**src/hw/rtl/lrufl_pkg.sv**
```systemverilog
// Shared constants, codes and controller/datapath bundles for the LRU footprint evictor
package lrufl_pkg;

  localparam int SLOT_COUNT = 16;
  localparam int FP_W       = 32;
  localparam int FP_PORT_W  = 32;
  localparam int LIMIT_W    = 40;
  localparam int SLOT_W     = 4;
  localparam int STATUS_W   = 2;
  localparam int IDX_W      = (SLOT_COUNT > 1) ? $clog2(SLOT_COUNT) : 1;
  localparam int CNT_W      = $clog2(SLOT_COUNT + 1);
  // one bit of headroom over the wider of limit and footprint
  localparam int TOTAL_W    = ((FP_W > LIMIT_W) ? FP_W : LIMIT_W) + 1;

  localparam logic OP_ACQUIRE = 1'b0;
  localparam logic OP_ACCESS  = 1'b1;

  typedef enum logic [STATUS_W-1:0] {
    ST_DONE     = 2'd0,
    ST_EVICTED  = 2'd1,
    ST_IGNORED  = 2'd2,
    ST_REJECTED = 2'd3
  } status_t;

  typedef struct packed {
    logic    load;
    logic    rd_en;
    logic    rd_oldest;
    logic    unlink;
    logic    evict;
    logic    push;
    logic    alloc;
    logic    emit;
    status_t emit_status;
    logic    emit_victim;
    logic    emit_last;
  } lrufl_cmd_t;

  typedef struct packed {
    logic op;
    logic slot_ok;
    logic alive;
    logic too_big;
    logic is_newest;
    logic over_limit;
    logic multi;
    logic out_free;
  } lrufl_stat_t;

endpackage

```
**src/hw/rtl/lrufl_req_if.sv**
```systemverilog
// Request channel: valid/ready with op, slot and footprint
interface lrufl_req_if import lrufl_pkg::*; ();
  logic                 valid;
  logic                 ready;
  logic                 op;
  logic [SLOT_W-1:0]    slot;
  logic [FP_PORT_W-1:0] footprint;

  modport source (output valid, output op, output slot, output footprint, input ready);
  modport sink   (input valid, input op, input slot, input footprint, output ready);
endinterface

```
**src/hw/rtl/lrufl_rsp_if.sv**
```systemverilog
// Result channel: valid/ready with status, slot, running total and last flag
interface lrufl_rsp_if import lrufl_pkg::*; ();
  logic                valid;
  logic                ready;
  logic [STATUS_W-1:0] status;
  logic [SLOT_W-1:0]   result_slot;
  logic [LIMIT_W-1:0]  total_footprint;
  logic                last;

  modport source (output valid, output status, output result_slot, output total_footprint,
                  output last, input ready);
  modport sink   (input valid, input status, input result_slot, input total_footprint,
                  input last, output ready);
endinterface

```
**src/hw/rtl/lrufl_ctrl.sv**
```systemverilog
// Sequencer for acquire, access and eviction steps
module lrufl_ctrl import lrufl_pkg::*; (
  input  logic        clk,
  input  logic        rst,
  input  logic        req_valid,
  output logic        req_ready,
  input  lrufl_stat_t stat,
  output lrufl_cmd_t  cmd
);

  typedef enum logic [2:0] {
    S_IDLE,
    S_CHECK,
    S_UNLINK,
    S_PUSH,
    S_ALLOC,
    S_EVAL,
    S_EVICT,
    S_EMIT
  } state_t;

  state_t  state;
  status_t em_status;
  logic    em_victim;
  logic    em_last;

  always_ff @(posedge clk) begin
    if (rst) begin
      state     <= S_IDLE;
      em_status <= ST_DONE;
      em_victim <= 1'b0;
      em_last   <= 1'b0;
    end else begin
      unique case (state)
        S_IDLE: begin
          if (req_valid) state <= S_CHECK;
        end
        S_CHECK: begin
          em_victim <= 1'b0;
          em_last   <= 1'b1;
          if (stat.op == OP_ACCESS) begin
            if (!stat.alive) begin
              em_status <= ST_IGNORED;
              state     <= S_EMIT;
            end else if (stat.is_newest) begin
              // already newest: order does not change
              em_status <= ST_DONE;
              state     <= S_EMIT;
            end else begin
              state <= S_UNLINK;
            end
          end else begin
            if (!stat.slot_ok || stat.too_big || stat.alive) begin
              em_status <= ST_REJECTED;
              state     <= S_EMIT;
            end else begin
              state <= S_ALLOC;
            end
          end
        end
        S_UNLINK: state <= S_PUSH;
        S_PUSH: begin
          em_status <= ST_DONE;
          em_victim <= 1'b0;
          em_last   <= 1'b1;
          state     <= S_EMIT;
        end
        S_ALLOC: state <= S_EVAL;
        S_EVAL: begin
          if (stat.over_limit && stat.multi) begin
            state <= S_EVICT;
          end else begin
            em_status <= ST_DONE;
            em_victim <= 1'b0;
            em_last   <= 1'b1;
            state     <= S_EMIT;
          end
        end
        S_EVICT: begin
          em_status <= ST_EVICTED;
          em_victim <= 1'b1;
          em_last   <= 1'b0;
          state     <= S_EMIT;
        end
        S_EMIT: begin
          if (stat.out_free) state <= em_last ? S_IDLE : S_EVAL;
        end
        default: state <= S_IDLE;
      endcase
    end
  end

  assign req_ready = (state == S_IDLE);

  always_comb begin
    cmd             = '0;
    cmd.emit_status = em_status;
    cmd.emit_victim = em_victim;
    cmd.emit_last   = em_last;
    unique case (state)
      S_IDLE:   cmd.load = req_valid;
      S_CHECK:  cmd.rd_en = 1'b1;
      S_UNLINK: cmd.unlink = 1'b1;
      S_PUSH:   cmd.push = 1'b1;
      S_ALLOC: begin
        cmd.push  = 1'b1;
        cmd.alloc = 1'b1;
      end
      S_EVAL: begin
        cmd.rd_en     = 1'b1;
        cmd.rd_oldest = 1'b1;
      end
      S_EVICT: begin
        cmd.unlink = 1'b1;
        cmd.evict  = 1'b1;
      end
      S_EMIT:   cmd.emit = stat.out_free;
      default:  cmd.emit = 1'b0;
    endcase
  end

endmodule

```
**src/hw/rtl/lrufl_dp.sv**
```systemverilog
// Slot table, recency links, running total and result register
module lrufl_dp import lrufl_pkg::*; (
  input  logic                 clk,
  input  logic                 rst,
  input  logic                 cfg_wr_en,
  input  logic [LIMIT_W-1:0]   cfg_wr_data,
  input  logic                 req_op,
  input  logic [SLOT_W-1:0]    req_slot,
  input  logic [FP_PORT_W-1:0] req_footprint,
  input  lrufl_cmd_t           cmd,
  output lrufl_stat_t          stat,
  input  logic                 rsp_ready,
  output logic                 rsp_valid,
  output logic [STATUS_W-1:0]  rsp_status,
  output logic [SLOT_W-1:0]    rsp_slot,
  output logic [LIMIT_W-1:0]   rsp_total,
  output logic                 rsp_last
);

  logic [LIMIT_W-1:0] limit;

  logic               r_op;
  logic [SLOT_W-1:0]  r_slot;
  logic [FP_W-1:0]    r_fp;
  logic [IDX_W-1:0]   r_idx;

  logic               alive_bits [SLOT_COUNT];
  logic [FP_W-1:0]    slot_fp    [SLOT_COUNT];
  logic [IDX_W-1:0]   older_link [SLOT_COUNT];
  logic [IDX_W-1:0]   newer_link [SLOT_COUNT];
  logic [IDX_W-1:0]   oldest;
  logic [IDX_W-1:0]   newest;
  logic [CNT_W-1:0]   count;
  logic [TOTAL_W-1:0] total;

  // slot picked by the last read, with its neighbors and footprint
  logic [IDX_W-1:0]   v_idx;
  logic [IDX_W-1:0]   v_older;
  logic [IDX_W-1:0]   v_newer;
  logic [FP_W-1:0]    v_fp;
  logic [IDX_W-1:0]   rd_addr;

  logic               slot_ok;
  logic [LIMIT_W-1:0] total_sat;

  always_ff @(posedge clk) begin
    if (rst) begin
      limit <= '0;
    end else if (cfg_wr_en) begin
      limit <= cfg_wr_data;
    end
  end

  always_ff @(posedge clk) begin
    if (cmd.load) begin
      r_op   <= req_op;
      r_slot <= req_slot;
      r_fp   <= FP_W'(req_footprint);
    end
  end

  assign r_idx   = IDX_W'(r_slot);
  assign slot_ok = (32'(r_slot) < SLOT_COUNT);
  assign rd_addr = cmd.rd_oldest ? oldest : r_idx;

  always_ff @(posedge clk) begin
    if (cmd.rd_en) begin
      v_idx   <= rd_addr;
      v_older <= older_link[rd_addr];
      v_newer <= newer_link[rd_addr];
      v_fp    <= slot_fp[rd_addr];
    end
  end

  always_ff @(posedge clk) begin
    if (rst) begin
      for (int i = 0; i < SLOT_COUNT; i++) alive_bits[i] <= 1'b0;
    end else begin
      if (cmd.alloc) alive_bits[r_idx] <= 1'b1;
      if (cmd.evict) alive_bits[v_idx] <= 1'b0;
    end
  end

  // link and footprint storage, valid only for alive slots
  always_ff @(posedge clk) begin
    if (cmd.unlink) begin
      if (v_idx != oldest) newer_link[v_older] <= v_newer;
      if (v_idx != newest) older_link[v_newer] <= v_older;
    end
    if (cmd.push && (count != '0)) begin
      newer_link[newest] <= r_idx;
      older_link[r_idx]  <= newest;
    end
    if (cmd.alloc) slot_fp[r_idx] <= r_fp;
  end

  always_ff @(posedge clk) begin
    if (rst) begin
      oldest <= '0;
      newest <= '0;
      count  <= '0;
      total  <= '0;
    end else begin
      if (cmd.unlink) begin
        if (v_idx == oldest) oldest <= v_newer;
        if (v_idx == newest) newest <= v_older;
        count <= count - CNT_W'(1);
      end
      if (cmd.push) begin
        if (count == '0) oldest <= r_idx;
        newest <= r_idx;
        count  <= count + CNT_W'(1);
      end
      if (cmd.alloc) total <= total + TOTAL_W'(r_fp);
      if (cmd.evict) total <= total - TOTAL_W'(v_fp);
    end
  end

  assign stat.op         = r_op;
  assign stat.slot_ok    = slot_ok;
  assign stat.alive      = slot_ok && alive_bits[r_idx];
  assign stat.too_big    = (TOTAL_W'(r_fp) >= TOTAL_W'(limit));
  assign stat.is_newest  = (r_idx == newest);
  assign stat.over_limit = (total > TOTAL_W'(limit));
  assign stat.multi      = (count > CNT_W'(1));
  assign stat.out_free   = !rsp_valid || rsp_ready;

  assign total_sat = (|total[TOTAL_W-1:LIMIT_W]) ? '1 : total[LIMIT_W-1:0];

  always_ff @(posedge clk) begin
    if (rst) begin
      rsp_valid <= 1'b0;
    end else if (cmd.emit) begin
      rsp_valid <= 1'b1;
    end else if (rsp_ready) begin
      rsp_valid <= 1'b0;
    end
  end

  always_ff @(posedge clk) begin
    if (cmd.emit) begin
      rsp_status <= cmd.emit_status;
      rsp_slot   <= cmd.emit_victim ? SLOT_W'(v_idx) : r_slot;
      rsp_total  <= total_sat;
      rsp_last   <= cmd.emit_last;
    end
  end

endmodule

```
**src/hw/rtl/lru_footprint_limit_evictor.sv**
```systemverilog
// Top level: LRU slot table that evicts oldest slots to stay within a footprint limit
// Steps, from request transfer: a reject, an ignored access or an access to the newest slot
// goes check, emit; a reordering access check, unlink, push, emit; an acquire check, alloc,
// eval, then per evicted slot evict, emit, eval, and a final emit. One request at a time, by
// the list sequencer (one link update per cycle, held in emit while a result stalls).
// Reset (rst, synchronous): clears alive bits, list ends, total and limit; no clearing pass.
module lru_footprint_limit_evictor import lrufl_pkg::*; (
  input  logic               clk,
  input  logic               rst,
  input  logic               cfg_wr_en,
  input  logic [LIMIT_W-1:0] cfg_wr_data,
  lrufl_req_if.sink          req,
  lrufl_rsp_if.source        rsp
);

  lrufl_cmd_t  cmd;
  lrufl_stat_t stat;

  lrufl_ctrl u_ctrl (
    .clk       (clk),
    .rst       (rst),
    .req_valid (req.valid),
    .req_ready (req.ready),
    .stat      (stat),
    .cmd       (cmd)
  );

  lrufl_dp u_dp (
    .clk           (clk),
    .rst           (rst),
    .cfg_wr_en     (cfg_wr_en),
    .cfg_wr_data   (cfg_wr_data),
    .req_op        (req.op),
    .req_slot      (req.slot),
    .req_footprint (req.footprint),
    .cmd           (cmd),
    .stat          (stat),
    .rsp_ready     (rsp.ready),
    .rsp_valid     (rsp.valid),
    .rsp_status    (rsp.status),
    .rsp_slot      (rsp.result_slot),
    .rsp_total     (rsp.total_footprint),
    .rsp_last      (rsp.last)
  );

endmodule

```
**src/flat_wrapper.sv**
```systemverilog
// flat-port wrapper written by rule: the top's interface ports become plain ports
module lru_footprint_limit_evictor_flat import lrufl_pkg::*;
  (clk, rst, cfg_wr_en, cfg_wr_data, req_valid, req_op, req_slot, req_footprint, req_ready, rsp_valid, rsp_status, rsp_result_slot, rsp_total_footprint, rsp_last, rsp_ready);
  lrufl_req_if req_i ();
  lrufl_rsp_if rsp_i ();
  input  logic clk;
  input  logic rst;
  input  logic cfg_wr_en;
  input  logic [LIMIT_W-1:0] cfg_wr_data;
  input wire logic [$bits(req_i.valid)-1:0] req_valid;
  input wire logic [$bits(req_i.op)-1:0] req_op;
  input wire logic [$bits(req_i.slot)-1:0] req_slot;
  input wire logic [$bits(req_i.footprint)-1:0] req_footprint;
  output wire logic [$bits(req_i.ready)-1:0] req_ready;
  output wire logic [$bits(rsp_i.valid)-1:0] rsp_valid;
  output wire logic [$bits(rsp_i.status)-1:0] rsp_status;
  output wire logic [$bits(rsp_i.result_slot)-1:0] rsp_result_slot;
  output wire logic [$bits(rsp_i.total_footprint)-1:0] rsp_total_footprint;
  output wire logic [$bits(rsp_i.last)-1:0] rsp_last;
  input wire logic [$bits(rsp_i.ready)-1:0] rsp_ready;
  assign req_i.valid = req_valid;
  assign req_i.op = req_op;
  assign req_i.slot = req_slot;
  assign req_i.footprint = req_footprint;
  assign req_ready = req_i.ready;
  assign rsp_valid = rsp_i.valid;
  assign rsp_status = rsp_i.status;
  assign rsp_result_slot = rsp_i.result_slot;
  assign rsp_total_footprint = rsp_i.total_footprint;
  assign rsp_last = rsp_i.last;
  assign rsp_i.ready = rsp_ready;
  lru_footprint_limit_evictor u_core (.clk(clk), .rst(rst), .cfg_wr_en(cfg_wr_en), .cfg_wr_data(cfg_wr_data), .req(req_i), .rsp(rsp_i));
endmodule
```
**config.mk**
```make
export PLATFORM = sky130hd
export DESIGN_NAME = lru_footprint_limit_evictor_flat
export DESIGN_NICKNAME = d
export VERILOG_FILES = /design/src/hw/rtl/lrufl_pkg.sv /design/src/hw/rtl/lrufl_req_if.sv /design/src/hw/rtl/lrufl_rsp_if.sv /design/src/hw/rtl/lrufl_ctrl.sv /design/src/hw/rtl/lrufl_dp.sv /design/src/hw/rtl/lru_footprint_limit_evictor.sv /design/src/flat_wrapper.sv
export SDC_FILE = /design/constraint.sdc
export NUM_CORES = 1
export LEC_CHECK = 0
export BUFFER_PORTS_ARGS = -buffer_cell sky130_fd_sc_hd__buf_2
export CAP_MARGIN = 10
export CORE_ASPECT_RATIO = 1.75
export CORE_MARGIN = 1.5
export CORE_UTILIZATION = 30
export CTS_CLUSTER_DIAMETER = 200
export DETAILED_ROUTE_END_ITERATION = 10
export PLACE_DENSITY = 0.56
export REMOVE_ABC_BUFFERS = 1
export SLEW_MARGIN = 30
export SYNTH_ARGS = -nofsm -noshare
export SYNTH_HDL_FRONTEND = slang
export SYNTH_HIERARCHICAL = 1
export SYNTH_SLANG_ARGS = --single-unit
```
**constraint.sdc**
```tcl
create_clock -name clk -period 7.9 [get_ports clk]
set_clock_uncertainty 0.1 [all_clocks]
set_input_delay 1.58 -clock clk [delete_from_list [all_inputs] [get_ports clk]]
set_output_delay 1.58 -clock clk [all_outputs]
set_load 0.02 [all_outputs]
```
==> impl_metrics.toml, run 1 <==
[clock_tree]
cts_tree = "built"
cts_buffer_depth = 3
numCtsBuffers = 87
holdBufCountCts = 0
clock-root-buffer = "clkbuf_16"
postCtsSetupBuffers = 0
clk_pin_slew_ns = 0.06
clock_sinks = 890
cts_resized = 0
insertion_delay_ns = 0.70
htree_levels = 3

[layout]
final_area_um2 = 46800
areaGrowthSynthToFinish_pct = 14.0
fin_cells = 5531
drive_above_1_share_pct = 15.4
layout.nets = 3846

[logic_synthesis]
ys_seq_elements = 890
synthAdderAreaFrac_pct = 3.58
synth-compound-area-share_pct = 7.61
synth_xor_xnor_area_share_pct = 1.58
postSynth.asyncResetShare_pct = 0
synth.most_common_cell = "edfxtp_1"
synth_cells = 3591
synth-edff-count = 768
synth.yosys.seq_area_share_pct = 62.1
yosys.area.top_type = "edfxtp_1"
synth_top_family_by_area = "simple AND/OR/NAND/NOR gates"
synth.area.top_cells = "edfxtp_1 56%, nand2_1 7.0%, dfxtp_1 5.9%"
dominantRegCellSynth = "edfxtp_1"
synth_top_area_share_pct = 56.1
yosysWarnings = 6
syn-mean-instance-area_um2 = 11.4
yosys.area_share.simple_pct = 16.8
yosys-top-cells-count = "768 x edfxtp_1, 763 x nand2_1, 339 x nand3_1"
synth_mux_area_share_pct = 5.35
synth_cell_types = 80
netlist_area_um2 = 41100

[global_routing]
overflow = 0
grt_pass1_wl_um = 176000
grtUsageMet1_pct = 20.8
met3_usage_pct = 2.52
grt_usage_pct = 17.0
grt_max_degree = 149
grt_pass1_vias = 28100
met2_usage_pct = 29.4
grt-busiest-layer = "met2"
antenna_found_initial = 3

[timing]
slew_viol_final = 0
fin_crit_ns = 5.69
grt_setup_unrepaired = "no"
hold_violations = 0
post-route-period-util_pct = 72.0
setup_violations = 0
maxSlewHeadroom_pct = 36.3
worst_pin_slew_ns = 0.956
max_clock_freq_ghz = 0.176
setup_slack_ns = 2.21

[die]
io_pins = 131
start_util_pct = 30.2
num_rows = 179
dieArea_um2 = 139000
die_w_um = 283
core_area_um2 = 136000
die_h_um = 492

[place]
gp_congestion = 0.908
post-place-cells = 5368
dpl.hpwl_um = 73100
io_buffers = 130
placed_area_um2 = 43900
pre_cts_ws_ns = 2.30

[worst_setup_path]
critPathTopFamily = "simple AND/OR/NAND/NOR gates"
arrival_ns = 6.17
required_ns = 8.38
cp.buffers_inverters = 1
cp_slowest_stage_delay_ns = 0.65
startpoint_type = "flop"
path_cells = "inv_1 > ha_1 > nor3b_1 > nand2_1 > nor4_1 > xor2_1 > nor2_1 > a21oi_1 > ha_1 > nand2_1 > or4_1 > a21oi_1 > o31ai_1 > a41o_1 > o31ai_1 > a221o_1 > nand4_1 > o211ai_1 > mux2_1"
cp_max_fo = 19
critPathKind = "reg2reg"
slowest_stage = "edfxtp_1"
crit_path_end_kind = "flop"

[route]
drt_pre_antenna_iters = 5
vias = 28100
ant_nets = 0
wire_per_inst_um = 21.5
vias_per_cell = 5.08
drc_errors = 0
first_iter_violations = 2084
wirelength_um = 119000

[min_path]
hold_path_class = "reg2reg"

[pwr]
finalPower_w = 0.0114
power_density_nw_per_um2 = 243
leakage_nw = 16.9
peakVddDrop_mv = 0.158

[job]
cap_violations = 0

[outcome]
outcome = "completed"
[registers in the layout (all words and copies together) (netlist names), 16 cells and up, named ones only]
signal and count:
u_core/u_dp/alive_bits 16, u_core/u_dp/limit 40, u_core/u_dp/newer_link 64, u_core/u_dp/older_link 64, u_core/u_dp/r_fp 32, u_core/u_dp/rsp_total 40, u_core/u_dp/slot_fp 512, u_core/u_dp/total 41
u_core/u_dp/v_fp 32
[cells by family after synthesis]
kind of cell,after synthesis
AND/OR/NAND/NOR,1538
flip-flops,890
AO/OA/AOI/OAI,458
buffers and inverters,317
multiplexers,196
adder cells (fa/ha/maj),117
XOR/XNOR,74
other,1
[routing by layer]
metal  wire length [um]  vias to the layer above
li1                   -                    13200
met1              49100                    13900
met2              59500                      801
met3               5960                      236
met4               4540                        4
met5                 21                        -
[power breakdown]
part | internal [W] | leakage (nW) | switching (W)
logic | 0.000540 | 7.56 | 0.00102
registers | 0.00529 | 7.95 | 0.000145
clock network | 0.00247 | 1.42 | 0.00189
total | 0.00830 | 16.9 | 0.00306
[path summary, 6_finish.rpt]
kind,start,end,slack (ns),depth (start not counted)
worst max-delay path,u_core/u_dp/r_fp[0],u_core/u_dp/total[40],2.21,19
worst min-delay path,u_core/u_ctrl/em_status[1],u_core/u_dp/rsp_status[1],0.35,0
worst max register to register,u_core/u_dp/r_fp[0],u_core/u_dp/total[40],2.21,19
worst min register to register,u_core/u_ctrl/em_status[1],u_core/u_dp/rsp_status[1],0.35,0
[cells in the final DEF (no fill, tap or decap), drive strengths merged, types with 34 or more instances in the layout]
cell type  count
and3          46
nor2         180
nand3        339
buf          203
a21o          41
or2           49
ha           116
xor2          42
clkbuf       104
edfxtp       768
nor3          34
dfxtp        122
nand2        763
a21oi        117
a31oi         49
o21ai         64
mux2i         54
inv           88
a311oi        85
a211oi        36
mux2         137
[metrics by stage]
step                hold WS [ns]  setup TNS [ns]  util, %
floorplan                  0.302         -755.11        -
global placement           0.327               0     32.3
detailed placement         0.320               0     32.3
CTS                        0.353               0     34.4
global route               0.383               0     34.4
finish                     0.354               0     34.4
[final cells by class]
type                       instances  area [um2]
clock buffer                     104        2270
multi-input combinational       2384       14500
fill                           13500       89100
clock inverter                    57         676
timing repair buffer             203        1250
antenna                            2        5.00
sequential                       890       25500
tap                             1810        2260
inverter                          81         314
Note: power is estimated with default switching activity, not from simulation.
==> run 2: changes to the inputs <==
--- a/config.mk
+++ b/config.mk
@@ -12,7 +12,7 @@
 export CORE_UTILIZATION = 30
 export CTS_CLUSTER_DIAMETER = 200
 export DETAILED_ROUTE_END_ITERATION = 10
-export PLACE_DENSITY = 0.56
+export PLACE_DENSITY = 0.58
 export REMOVE_ABC_BUFFERS = 1
 export SLEW_MARGIN = 30
 export SYNTH_ARGS = -nofsm -noshare
==> constraint.sdc (replaced) <==
create_clock -name clk -period 4.85 [get_ports clk]
set_clock_uncertainty 0.1 [all_clocks]
set_input_delay 0.97 -clock clk [delete_from_list [all_inputs] [get_ports clk]]
set_output_delay 0.97 -clock clk [all_outputs]
set_load 0.02 [all_outputs]
==> run 2 against run 1 <==
  * Clock power is 53% higher
  * Sequential cell count stayed put
  * Via count is 2.5% higher
  * Global-route usage is 0.46 points higher
  * Sequential power is 62% higher
  * Largest power group unchanged
==> impl_metrics.toml, run 2 (synthesis results as in run 1) <==
[route]
wire_per_inst_um = 21.7
wirelength_um = 123000
vias = 28800
vias_per_cell = 5.09
first_iter_violations = 2299
drt_pre_antenna_iters = 5
drc_errors = 0
ant_nets = 0

[clock_tree]
cts_buffer_depth = 3
clk_pin_slew_ns = 0.07
numCtsBuffers = 84
insertion_delay_ns = 0.69
clock_sinks = 890
holdBufCountCts = 0
clock-root-buffer = "clkbuf_16"
cts_tree = "built"
htree_levels = 3

[timing]
max_clock_freq_ghz = 0.210
worst_pin_slew_ns = 0.941
slew_viol_final = 0
fin_crit_ns = 4.76
setup_violations = 0
grt_setup_unrepaired = "yes"
hold_violations = 0
post-route-period-util_pct = 98.2
maxSlewHeadroom_pct = 37.3

[global_routing]
grt_max_degree = 145
grt_usage_pct = 17.4
grt_pass1_vias = 28300
overflow = 0
antenna_found_initial = 9
grt_pass1_wl_um = 180000

[worst_setup_path]
rr_endpoint = "u_core/u_ctrl/em_status[1]"
path_cells = "ha_1 > a21o_1 > a21o_1 > a21o_1 > a21o_1 > a21o_1 > a21o_1 > a21o_1 > o21ai_0 > buf_4 > a21oi_1 > o311a_1 > or4b_4 > a2111oi_4 > nor3_1 > o21a_1"
critPathKind = "reg2reg"
slowest_stage = "or4b_4"
r2r_slack_ns = 0.09
crit_path_end_kind = "flop"
startpoint = "u_core/u_dp/r_fp[17]"
startpoint_type = "flop"
cp_slowest_stage_delay_ns = 0.61
r2r-start = "u_core/u_dp/r_fp[17]"
reg2reg_depth = 16
required_ns = 5.34
cp_max_fo = 4
crit_path_frequent_cell = "a21o_1"
critPathCapture = "u_core/u_ctrl/em_status[1]"
arrival_ns = 5.26

[pwr]
finalPower_w = 0.0182
leakage_nw = 17.5
peakVddDrop_mv = 0.219
power_density_nw_per_um2 = 381

[place]
io_buffers = 130
dpl.hpwl_um = 80300
placed_area_um2 = 45000
gp_congestion = 0.877

[die]
num_rows = 179
core_area_um2 = 136000
die_h_um = 492
die_w_um = 283
start_util_pct = 30.2
dieArea_um2 = 139000
io_pins = 131

[layout]
layout.cells.most_common_list = "768 x edfxtp_1, 761 x nand2_1, 339 x nand3_1, 178 x buf_4, 165 x nor2_1"
largest_reg_flops = 512
final_area_um2 = 47900
drive_above_1_share_pct = 18.8
areaGrowthSynthToFinish_pct = 16.6
layout.nets = 3966
final_common_cell = "edfxtp_1"
top_regs = "u_core/u_dp/slot_fp: 512 flops, u_core/u_dp/newer_link: 64 flops, u_core/u_dp/older_link: 64 flops"
top_register = "u_core/u_dp/slot_fp"

[outcome]
outcome = "completed"

[job]
cap_violations = 0

[min_path]
hold_depth = 0
hold_path_class = "reg2reg"
run 2: worst max-delay path: cells and delay by family, from the launching register on:
kind | cells | cell delay, ns
and+or+nand+nor | 2 | 0.71
AOI/OAI and AO/OA | 12 | 2.82
DFF | 1 | 0.51
adders and majority gates | 1 | 0.35
buffers and inverters | 1 | 0.18
run 2: layout make-up:
type                    instances  area, um2
repair buffers                326       2390
inverters                      81        314
diodes                          4       10.0
well taps                    1810       2260
fillers                     13400      88100
clock inverters                51        439
clock buffers                 104       2280
multi-input cells            2384      14700
flip-flops and latches        890      25500
run 2: how the worst min path moves through the flow:
stage                                     from                   endpoint  slack [ns]
floorplan           u_core/u_ctrl/em_status[0]  u_core/u_dp/rsp_status[0]        0.30
global placement    u_core/u_ctrl/em_status[1]  u_core/u_dp/rsp_status[1]        0.31
detailed placement  u_core/u_ctrl/em_status[1]  u_core/u_dp/rsp_status[1]        0.33
CTS                          req_footprint[29]       u_core/u_dp/r_fp[29]        0.30
global route                 req_footprint[14]       u_core/u_dp/r_fp[14]        0.33
finish              u_core/u_ctrl/em_status[0]  u_core/u_dp/rsp_status[0]        0.35
run 2: where the power goes:
| group | switching (W) | internal [W] |
|---|---|---|
| sequential | 0.000206 | 0.00861 |
| clock | 0.00301 | 0.00364 |
| combinational | 0.00175 | 0.00102 |
| total | 0.00496 | 0.0133 |
run 2: through the flow:
stage	setup TNS, ns	utilization, %	hold slack [ns]	worst slack [ns]	std cells
3_5_place_dp	-1.04	33.1	0.327	-0.224	5483
3_3_place_gp	-0.437	33.0	0.314	-0.187	5479
5_1_grt	-0.131	35.2	0.334	-0.0784	5647
6_report	0	35.2	0.348	0.0873	5650
2_1_floorplan	-900.33	-	0.302	-21.40	3355
4_1_cts	-0.00546	35.1	0.301	-0.00431	5641
run 2: per-layer routing:
layer	vias to the layer above	global-route usage, %	wire (um)
met2	912	31.6	63800
met5	-	0	41
li1	13400	-	-
met4	6	7.14	4560
met3	228	2.18	6340
met1	14200	20.5	47800
run 2: what timing repair did:
| action | in CTS | in global routing |
|---|---|---|
| buffers inserted | 3 | 5 |
| gates resized for setup | 8 | 26 |
| pin swaps | 6 | 19 |
| setup endpoints to repair | 11 | 15 |
